===== config.mk =====
export PLATFORM = sky130hd
export DESIGN_NAME = pulse_sound_channels_unit
export DESIGN_NICKNAME = d
export VERILOG_FILES = /design/src/psc_pkg.sv /design/src/psc_channel.sv /design/src/pulse_sound_channels_unit.sv
export SDC_FILE = /design/constraint.sdc
export NUM_CORES = 1
export LEC_CHECK = 0
export BUFFER_PORTS_ARGS = -buffer_cell sky130_fd_sc_hd__buf_2
export CORE_UTILIZATION = 50
export CTS_CLUSTER_DIAMETER = 80
export DETAILED_ROUTE_END_ITERATION = 16
export PLACE_DENSITY = 0.68
export SLEW_MARGIN = 20
export SYNTH_ARGS = -nofsm -noshare
export SYNTH_HDL_FRONTEND = slang
export SYNTH_SLANG_ARGS = --single-unit

===== constraint.sdc =====
create_clock -name aclk -period 4.6 [get_ports aclk]
set_input_delay 0.46 -clock aclk [delete_from_list [all_inputs] [get_ports aclk]]
set_output_delay 0.46 -clock aclk [all_outputs]
set_load 0.005 [all_outputs]

===== src/psc_pkg.sv =====
package psc_pkg;

    localparam int CHANNELS_DEF = 2;
    localparam int LEVEL_W      = 4;
    localparam int SUM_W        = 5;
    localparam int PERIOD_W     = 11;

    localparam logic [1:0] CMD_WRITE  = 2'd0;
    localparam logic [1:0] CMD_TIMER  = 2'd1;
    localparam logic [1:0] CMD_FRAME  = 2'd2;
    localparam logic [1:0] CMD_UNUSED = 2'd3;

    localparam logic [1:0] REG_DUTY_ENV = 2'd0;
    localparam logic [1:0] REG_SWEEP    = 2'd1;
    localparam logic [1:0] REG_TIMER_LO = 2'd2;
    localparam logic [1:0] REG_LEN_HI   = 2'd3;

    localparam logic [0:0] CFG_ENABLE    = 1'd0;
    localparam logic [0:0] CFG_FIVE_STEP = 1'd1;

    // per-channel request, decoded separately for each channel slice
    typedef struct packed {
        logic       wr;
        logic [1:0] sel;
        logic [7:0] data;
        logic       timer;
        logic       quarter;
        logic       half;
    } chan_ctl_t;

    function automatic logic [7:0] duty_pattern(input logic [1:0] d);
        logic [7:0] r;
        case (d)
            2'd0:    r = 8'h40;
            2'd1:    r = 8'h60;
            2'd2:    r = 8'h78;
            default: r = 8'h9F;
        endcase
        return r;
    endfunction

    function automatic logic [7:0] length_lookup(input logic [4:0] i);
        logic [7:0] r;
        case (i)
            5'd0:  r = 8'h0A; 5'd1:  r = 8'hFE; 5'd2:  r = 8'h14; 5'd3:  r = 8'h02;
            5'd4:  r = 8'h28; 5'd5:  r = 8'h04; 5'd6:  r = 8'h50; 5'd7:  r = 8'h06;
            5'd8:  r = 8'hA0; 5'd9:  r = 8'h08; 5'd10: r = 8'h3C; 5'd11: r = 8'h0A;
            5'd12: r = 8'h0E; 5'd13: r = 8'h0C; 5'd14: r = 8'h1A; 5'd15: r = 8'h0E;
            5'd16: r = 8'h0C; 5'd17: r = 8'h10; 5'd18: r = 8'h18; 5'd19: r = 8'h12;
            5'd20: r = 8'h30; 5'd21: r = 8'h14; 5'd22: r = 8'h60; 5'd23: r = 8'h16;
            5'd24: r = 8'hC0; 5'd25: r = 8'h18; 5'd26: r = 8'h48; 5'd27: r = 8'h1A;
            5'd28: r = 8'h10; 5'd29: r = 8'h1C; 5'd30: r = 8'h20;
            default: r = 8'h1E;
        endcase
        return r;
    endfunction

endpackage


===== src/psc_channel.sv =====
module psc_channel (
    input  logic                   aclk,
    input  logic                   aresetn,
    input  logic                   load_en,
    input  logic                   ctl_valid,
    input  psc_pkg::chan_ctl_t     ctl,
    output logic [psc_pkg::LEVEL_W-1:0] level
);

    logic [1:0]  duty_reg;
    logic        halt_reg, cvol_reg;
    logic [3:0]  vol_reg;
    logic        sw_en_reg, sw_neg_reg, sw_reload_reg;
    logic [2:0]  sw_period_reg, sw_shift_reg, sw_count_reg;
    logic [10:0] period_reg, tcount_reg;
    logic [2:0]  pos_reg;
    logic [7:0]  len_reg;
    logic        env_start_reg;
    logic [3:0]  env_level_reg, env_period_reg, env_count_reg;

    logic [10:0] delta;
    logic [7:0]  duty_bits;

    assign delta     = period_reg >> sw_shift_reg;
    assign duty_bits = psc_pkg::duty_pattern(duty_reg);

    always_ff @(posedge aclk) begin
        if (!aresetn) begin
            duty_reg <= '0; halt_reg <= 1'b0; cvol_reg <= 1'b0; vol_reg <= '0;
            sw_en_reg <= 1'b0; sw_neg_reg <= 1'b0; sw_reload_reg <= 1'b0;
            sw_period_reg <= '0; sw_shift_reg <= '0; sw_count_reg <= '0;
            period_reg <= '0; tcount_reg <= '0; pos_reg <= '0; len_reg <= '0;
            env_start_reg <= 1'b0; env_level_reg <= '0; env_period_reg <= '0;
            env_count_reg <= '0;
        end else if (ctl_valid) begin
            if (ctl.wr) begin
                case (ctl.sel)
                    psc_pkg::REG_DUTY_ENV: begin
                        duty_reg <= ctl.data[7:6];
                        halt_reg <= ctl.data[5];
                        cvol_reg <= ctl.data[4];
                        vol_reg  <= ctl.data[3:0];
                    end
                    psc_pkg::REG_SWEEP: begin
                        sw_en_reg     <= ctl.data[7];
                        sw_period_reg <= ctl.data[6:4];
                        sw_neg_reg    <= ctl.data[3];
                        sw_shift_reg  <= ctl.data[2:0];
                        sw_reload_reg <= 1'b1;
                    end
                    psc_pkg::REG_TIMER_LO: period_reg[7:0] <= ctl.data;
                    default: begin
                        period_reg[10:8] <= ctl.data[2:0];
                        if (load_en) len_reg <= psc_pkg::length_lookup(ctl.data[7:3]);
                        env_start_reg <= 1'b1;
                    end
                endcase
            end
            if (ctl.timer) begin
                if (tcount_reg == '0) begin
                    pos_reg    <= pos_reg + 3'd1;
                    tcount_reg <= period_reg;
                end else begin
                    tcount_reg <= tcount_reg - 11'd1;
                end
            end
            if (ctl.half) begin
                if (len_reg != '0 && !halt_reg) len_reg <= len_reg - 8'd1;
                if (sw_reload_reg) begin
                    sw_count_reg  <= sw_period_reg;
                    sw_reload_reg <= 1'b0;
                end else if (sw_count_reg != '0) begin
                    sw_count_reg <= sw_count_reg - 3'd1;
                end else if (sw_en_reg) begin
                    sw_count_reg <= sw_period_reg;
                    period_reg   <= sw_neg_reg ? period_reg - delta : period_reg + delta;
                end
            end
            if (ctl.quarter) begin
                if (env_start_reg) begin
                    env_start_reg  <= 1'b0;
                    env_level_reg  <= 4'd15;
                    env_period_reg <= vol_reg;
                end else if (env_count_reg == '0) begin
                    env_count_reg <= env_period_reg;
                    if (halt_reg) env_level_reg <= 4'd15;
                    else if (env_level_reg != '0) env_level_reg <= env_level_reg - 4'd1;
                end else begin
                    env_count_reg <= env_count_reg - 4'd1;
                end
            end
        end
    end

    // muted on empty length, ultrasonic period, or low duty bit
    always_comb begin
        if (len_reg == '0 || period_reg < 11'd8 || !duty_bits[pos_reg])
            level = '0;
        else
            level = cvol_reg ? vol_reg : env_level_reg;
    end

endmodule


===== src/pulse_sound_channels_unit.sv =====
// Two pulse sound channels with a shared frame sequencer.
// Request channel s_axis: tdata[7:0] = write_data (command, channel and
// register_select ride in tuser). Each request is a register write, a
// timer tick, a frame sequencer tick or an unused no-op; every request yields one result.
// Result channel m_axis: tdata = first_level, second_level, level_sum.
// The result is valid the cycle after the request is accepted (channel
// state updates at the accept edge, levels are decoded from that
// registered state).
// Throughput: one request per clock; s_tready only drops when a result is
// held and m_tready is low, so a stalled receiver holds the result steady
// (no state moves while the input is blocked) and back-pressures the input.
// Config: cfg_we/cfg_index/cfg_wdata write channel_enable (index 0) and
// frame_five_step (index 1), taken at any edge with cfg_we high.
// Reset (aresetn low, synchronous) clears all channel and sequencer state
// and empties the result register.
module pulse_sound_channels_unit #(
    parameter int CHANNELS = psc_pkg::CHANNELS_DEF
) (
    input  logic        aclk,
    input  logic        aresetn,
    input  logic        cfg_we,
    input  logic [0:0]  cfg_index,
    input  logic [1:0]  cfg_wdata,
    input  logic        s_tvalid,
    output logic        s_tready,
    input  logic [7:0]  s_tdata,   // [7:0] write_data
    input  logic [4:0]  s_tuser,   // [1:0] command, [2] channel, [4:3] register_select
    output logic        m_tvalid,
    input  logic        m_tready,
    output logic [15:0] m_tdata    // [3:0] first, [7:4] second, [12:8] sum
);

    logic [CHANNELS-1:0] enable_reg;
    logic                five_reg;
    logic [2:0]          step_reg, step_next;
    logic                m_valid_reg;

    logic       accept;
    logic [1:0] cmd;
    logic       quarter, half;
    logic [psc_pkg::LEVEL_W-1:0] lvl [CHANNELS];
    logic [psc_pkg::LEVEL_W-1:0] lvl_a, lvl_b;
    logic [psc_pkg::SUM_W-1:0]   lvl_sum;

    assign s_tready = !m_valid_reg || m_tready;
    assign accept   = s_tvalid && s_tready;
    assign cmd      = s_tuser[1:0];

    always_ff @(posedge aclk) begin
        if (!aresetn) begin
            enable_reg <= '0;
            five_reg   <= 1'b0;
        end else if (cfg_we) begin
            unique case (cfg_index)
                psc_pkg::CFG_ENABLE:    enable_reg <= CHANNELS'(cfg_wdata);
                psc_pkg::CFG_FIVE_STEP: five_reg   <= cfg_wdata[0];
                default: ;
            endcase
        end
    end

    // frame sequencer decode
    always_comb begin
        if (five_reg) begin
            half      = (step_reg == 3'd0) || (step_reg == 3'd2);
            quarter   = step_reg <= 3'd3;
            step_next = (step_reg >= 3'd4) ? 3'd0 : step_reg + 3'd1;
        end else begin
            half      = (step_reg == 3'd1) || (step_reg == 3'd3);
            quarter   = 1'b1;
            step_next = (step_reg + 3'd1) & 3'd3;
        end
    end

    always_ff @(posedge aclk) begin
        if (!aresetn) step_reg <= '0;
        else if (accept && cmd == psc_pkg::CMD_FRAME) step_reg <= step_next;
    end

    genvar c;
    generate
        for (c = 0; c < CHANNELS; c++) begin : g_ch
            psc_pkg::chan_ctl_t cc;
            always_comb begin
                cc         = '0;
                cc.wr      = (cmd == psc_pkg::CMD_WRITE) && (s_tuser[2] == c[0])
                             && (c < 2);
                cc.sel     = s_tuser[4:3];
                cc.data    = s_tdata;
                cc.timer   = cmd == psc_pkg::CMD_TIMER;
                cc.quarter = (cmd == psc_pkg::CMD_FRAME) && quarter;
                cc.half    = (cmd == psc_pkg::CMD_FRAME) && half;
            end
            psc_channel u_ch (
                .aclk      (aclk),
                .aresetn   (aresetn),
                .load_en   (enable_reg[c]),
                .ctl_valid (accept),
                .ctl       (cc),
                .level     (lvl[c])
            );
        end
    endgenerate

    // levels follow the state written at the accept edge; state only moves on
    // an accept, so a held result stays put
    assign lvl_a   = lvl[0];
    assign lvl_b   = (CHANNELS >= 2) ? lvl[(CHANNELS >= 2) ? 1 : 0] : '0;
    assign lvl_sum = {1'b0, lvl_a} + {1'b0, lvl_b};

    always_ff @(posedge aclk) begin
        if (!aresetn) m_valid_reg <= 1'b0;
        else if (accept) m_valid_reg <= 1'b1;
        else if (m_tready) m_valid_reg <= 1'b0;
    end

    assign m_tvalid = m_valid_reg;
    assign m_tdata  = {3'd0, lvl_sum, lvl_b, lvl_a};

    a_sum: assert property (@(posedge aclk) disable iff (!aresetn)
        m_tvalid |-> m_tdata[12:8] == {1'b0, m_tdata[3:0]} + {1'b0, m_tdata[7:4]})
        else $error("level sum mismatch");
    a_hold: assert property (@(posedge aclk) disable iff (!aresetn)
        m_tvalid && !m_tready |=> m_tvalid && $stable(m_tdata))
        else $error("result lost under stall");
    a_step: assert property (@(posedge aclk) disable iff (!aresetn)
        step_reg <= 3'd4)
        else $error("frame step out of range");

endmodule


==> impl_metrics.prom <==
# TYPE chip_impl_metric gauge
chip_impl_metric{name="drt_iter0_drc",unit=""} 639
chip_impl_info{name="cts_tree",value="yes"} 1
chip_impl_metric{name="layout.nets",unit=""} 1357
chip_impl_metric{name="grt_max_degree",unit=""} 65
chip_impl_metric{name="synth_cell_types",unit=""} 73
chip_impl_info{name="synthDominantAreaCellType",value="sky130_fd_sc_hd__dfxtp_1"} 1
chip_impl_metric{name="clock_tree.htree_level_count",unit=""} 4
chip_impl_metric{name="clk-insertion-delay-late",unit="ns"} 0.43
chip_impl_metric{name="cts_setup_buffers",unit=""} 0
chip_impl_info{name="critical_path.most_common_cell",value="sky130_fd_sc_hd__a21oi_1"} 1
chip_impl_metric{name="grt_pass1_wl",unit="µm"} 40900
chip_impl_metric{name="routed_wirelength",unit="µm"} 24900
chip_impl_metric{name="average_wire_per_standard_cell",unit="µm"} 16.3
chip_impl_metric{name="area_delta_synth_final",unit="%"} 9.56
chip_impl_metric{name="cp_max_fo",unit=""} 14
chip_impl_info{name="top_cells_by_area_synth",value="sky130_fd_sc_hd__dfxtp_1, sky130_fd_sc_hd__a21oi_1, sky130_fd_sc_hd__ha_1"} 1
chip_impl_info{name="rsz0062_at_grt",value="false"} 1
chip_impl_metric{name="gp_routability_congestion",unit=""} 0.911
chip_impl_metric{name="ctsLongestPathBuffers",unit=""} 2
chip_impl_metric{name="final_skew",unit="ns"} 0.0114
chip_impl_metric{name="synth-seq-cells",unit=""} 139
chip_impl_metric{name="groute.usage.overall",unit=""} 0.256
chip_impl_metric{name="synth_warnings",unit=""} 0
chip_impl_info{name="crit_path_end_kind",value="register"} 1
chip_impl_metric{name="drt_first_pass_iters",unit=""} 5
chip_impl_metric{name="p_clk_frac",unit=""} 0.453
chip_impl_metric{name="synthesis.area_per_instance",unit="µm²"} 7.51
chip_impl_metric{name="whs_path_depth",unit=""} 3
chip_impl_info{name="synth_top_cells_by_count",value="sky130_fd_sc_hd__a21oi_1, sky130_fd_sc_hd__dfxtp_1, sky130_fd_sc_hd__nor2_1"} 1
chip_impl_info{name="worstHoldPathType",value="in -> reg"} 1
chip_impl_metric{name="p_switching",unit="mW"} 0.923
chip_impl_metric{name="sw_frac_of_total",unit=""} 0.292
chip_impl_metric{name="cts.sink_count",unit=""} 139
chip_impl_info{name="worst_setup_path_start_kind",value="register"} 1
chip_impl_metric{name="cts_clk_pin_slew_worst_paths",unit="ns"} 0.06
chip_impl_metric{name="max-slew-margin-rel",unit=""} 0.311
chip_impl_metric{name="drcViolationCount",unit=""} 0
chip_impl_metric{name="num_rows",unit=""} 50
chip_impl_metric{name="total_gr_overflow",unit=""} 0
chip_impl_metric{name="finalWorstPathRequiredPeriod",unit="ns"} 4.23
chip_impl_metric{name="comb_power_share",unit=""} 0.152
chip_impl_metric{name="leakage_power_summed_over_all_cells",unit="nW"} 3.88
chip_impl_metric{name="synth.top_cell.area_share",unit=""} 0.290
chip_impl_metric{name="die_w",unit="µm"} 141
chip_impl_metric{name="post_synthesis_cell_area",unit="µm²"} 9610
chip_impl_info{name="synthFlopType",value="sky130_fd_sc_hd__dfxtp_1"} 1
chip_impl_info{name="crit-reg2reg-capture",value="g_ch[1].u_ch.period_reg[10]"} 1
chip_impl_metric{name="totalPowerFinal",unit="mW"} 3.16
chip_impl_metric{name="clock.fmax",unit="MHz"} 236
chip_impl_metric{name="netlist_instances",unit=""} 1279
chip_impl_metric{name="power.share.sequential",unit=""} 0.395
chip_impl_info{name="crit_path_cell_trace",value="buf_4 -> mux2i_1 -> mux2i_1 -> a21oi_1 -> and4b_1 -> a21oi_1 -> xnor2_1 -> ha_1 -> or3_1 -> a2111oi_1 -> o31ai_1 -> or3_1 -> a22oi_1 -> nor2_1 -> a21oi_1"} 1
chip_impl_metric{name="filler_cell_count",unit=""} 1798
chip_impl_info{name="setup.worst_path.class",value="reg -> reg"} 1
chip_impl_metric{name="internal_power",unit="mW"} 2.24
chip_impl_metric{name="critical_path_required",unit="ns"} 4.95
chip_impl_metric{name="setup_viol",unit=""} 0
chip_impl_metric{name="max_stage_delay",unit="ns"} 0.57
chip_impl_info{name="yosys.cell_count.top_type",value="sky130_fd_sc_hd__a21oi_1"} 1
chip_impl_metric{name="worst_pin_slew",unit="ns"} 1.03
chip_impl_info{name="worst_setup_path_startpoint",value="g_ch[1].u_ch.sw_shift_reg[1]"} 1
chip_impl_metric{name="port-buffer-count",unit=""} 35
chip_impl_metric{name="design.die.area",unit="µm²"} 19800
chip_impl_metric{name="drive_above_1_share",unit=""} 0.0868
chip_impl_metric{name="worst-r2r-setup-slack",unit="ns"} 0.37
chip_impl_info{name="reg2reg_from",value="g_ch[1].u_ch.sw_shift_reg[1]"} 1
chip_impl_metric{name="cts_hold_repair.buffers",unit=""} 0
chip_impl_metric{name="final-max-slew-violation-count",unit=""} 0
chip_impl_metric{name="grt_pass1_vias",unit=""} 8214
chip_impl_metric{name="yosysSeqAreaShare",unit=""} 0.290
chip_impl_metric{name="boundaryPins",unit=""} 39
chip_impl_metric{name="timing.reg2reg.worst_path_depth",unit=""} 15
chip_impl_metric{name="initial_core_util",unit=""} 0.512
chip_impl_info{name="slowest_stage",value="sky130_fd_sc_hd__dfxtp_1"} 1
chip_impl_metric{name="design.core.area",unit="µm²"} 18800
chip_impl_metric{name="grt_antenna_before_repair",unit=""} 0
chip_impl_metric{name="powerDensity",unit="nW/µm²"} 300
chip_impl_info{name="clockRootBuffer",value="sky130_fd_sc_hd__clkbuf_16"} 1
chip_impl_metric{name="fin_hold_ws",unit="ns"} 0.291
chip_impl_metric{name="finalCritPeriodShare",unit=""} 0.921
chip_impl_metric{name="cts_made_buffers",unit=""} 17
chip_impl_info{name="min_from",value="cfg_wdata[0]"} 1
chip_impl_info{name="outcome",value="completed"} 1
chip_impl_metric{name="vias",unit=""} 9020
chip_impl_metric{name="die_height",unit="µm"} 141
chip_impl_metric{name="synth_edf_count",unit=""} 0
chip_impl_metric{name="finalHoldViolations",unit=""} 0
chip_impl_metric{name="vias_per_cell",unit=""} 5.91
chip_impl_metric{name="postSynth.asyncResetShare",unit=""} 0
chip_impl_metric{name="dp_hpwl",unit="µm"} 17500
chip_impl_metric{name="timing.setup.tns",unit="ns"} 0
chip_impl_metric{name="worst_voltage_drop_across_the_vdd_grid",unit="µV"} 275
chip_impl_metric{name="cp.arrival",unit="ns"} 4.59
chip_impl_metric{name="ant_nets",unit=""} 0
chip_impl_info{name="min_to",value="enable_reg[0]"} 1
chip_impl_metric{name="cap_violations",unit=""} 0
per-layer routing:
metal  vias up  global-route usage  share of wire
met5         -                   0              0
met4         0              0.0784          0.021
met3        28              0.0482          0.048
met2       196               0.412           0.45
met1      4222               0.348           0.48
li1       4574                   -              -
cells in the final DEF (no fill, tap or decap), drive strengths merged, types with 11 or more instances in the layout:
cell    Yosys  routed
a22oi      12      12
nand2b     20      20
inv        61      68
buf        12      53
nor4       15      15
a21oi     148     148
mux2i      53      53
and2       17      17
nor2b      11      11
o22ai      24      24
dfxtp     139     139
nand2     127     127
nand3      56      56
nor3       34      34
xor2       23      23
xnor2      21      21
nor2      134     134
clkbuf     64      18
a31oi      14      14
o21ai      82      82
ha         56      56
how the worst max path moves through the flow:
stage	end	cells past startpoint
6_report	g_ch[1].u_ch.period_reg[10]	15
5_1_grt	g_ch[1].u_ch.period_reg[10]	17
4_1_cts	g_ch[1].u_ch.period_reg[10]	15
3_5_place_dp	g_ch[1].u_ch.period_reg[10]	15
3_3_place_gp	g_ch[1].u_ch.period_reg[10]	15
2_1_floorplan	g_ch[1].u_ch.period_reg[10]	18
power groups by stage:
stage / Combinational [mW] / Clock, mW / Sequential (mW)
after floorplan: 0.361 / 0 / 1.27
after global placement: 0.470 / 0 / 1.28
after detailed placement: 0.470 / 0 / 1.28
after CTS: 0.475 / 1.46 / 1.25
after global routing: 0.532 / 1.51 / 1.25
final: 0.479 / 1.43 / 1.25
logic make-up after synthesis:
family / after synthesis / share of synthesized area
and+or+nand+nor: 461 / 0.228
other: 1 / 0.000390
xor gates and xnor gates: 44 / 0.0401
buffers and inverters: 137 / 0.0573
AOI/OAI and AO/OA: 375 / 0.239
muxes: 63 / 0.0669
adders and majority gates: 59 / 0.0792
DFF: 139 / 0.290
metrics by stage:
stage	cells	instance area [µm²]	utilization	worst slack, ns
5_1_grt	1524	10500	0.561	0.0200
3_3_place_gp	1492	9910	0.528	0.505
6_report	1525	10500	0.561	0.365
2_1_floorplan	1281	9620	-	0.738
3_5_place_dp	1492	9910	0.528	0.338
4_1_cts	1524	10500	0.561	0.327
timing repair:
| action | in CTS | in global routing |
|---|---|---|
| hold endpoints to repair | 0 | 0 |
| resized for setup | 0 | 1 |
| setup endpoints to repair | 0 | 1 |
worst max-delay path: cells and delay by family (launching register included):
| family | cells | cell delay [ns] |
|---|---|---|
| mux | 2 | 0.38 |
| flops | 1 | 0.57 |
| compound gates | 6 | 1.40 |
| fa+ha+maj | 1 | 0.24 |
| xor+xnor | 1 | 0.17 |
| simple gates | 4 | 1.13 |
| buf+inv | 1 | 0.28 |
area by class of cell:
| class | instances | area, µm² | share of cell area |
|---|---|---|---|
| Inverter | 61 | 230 | 0.0219 |
| Clock buffer | 18 | 439 | 0.0417 |
| Clock inverter | 14 | 171 | 0.0163 |
| Tap cell | 234 | 293 | 0.0278 |
| Sequential cell | 139 | 2780 | 0.264 |
| Multi-Input combinational cell | 1005 | 6300 | 0.598 |
| Antenna cell | 1 | 2.50 | 0.000238 |
| Timing Repair Buffer | 53 | 310 | 0.0295 |
(Power assumes the default switching activity.)
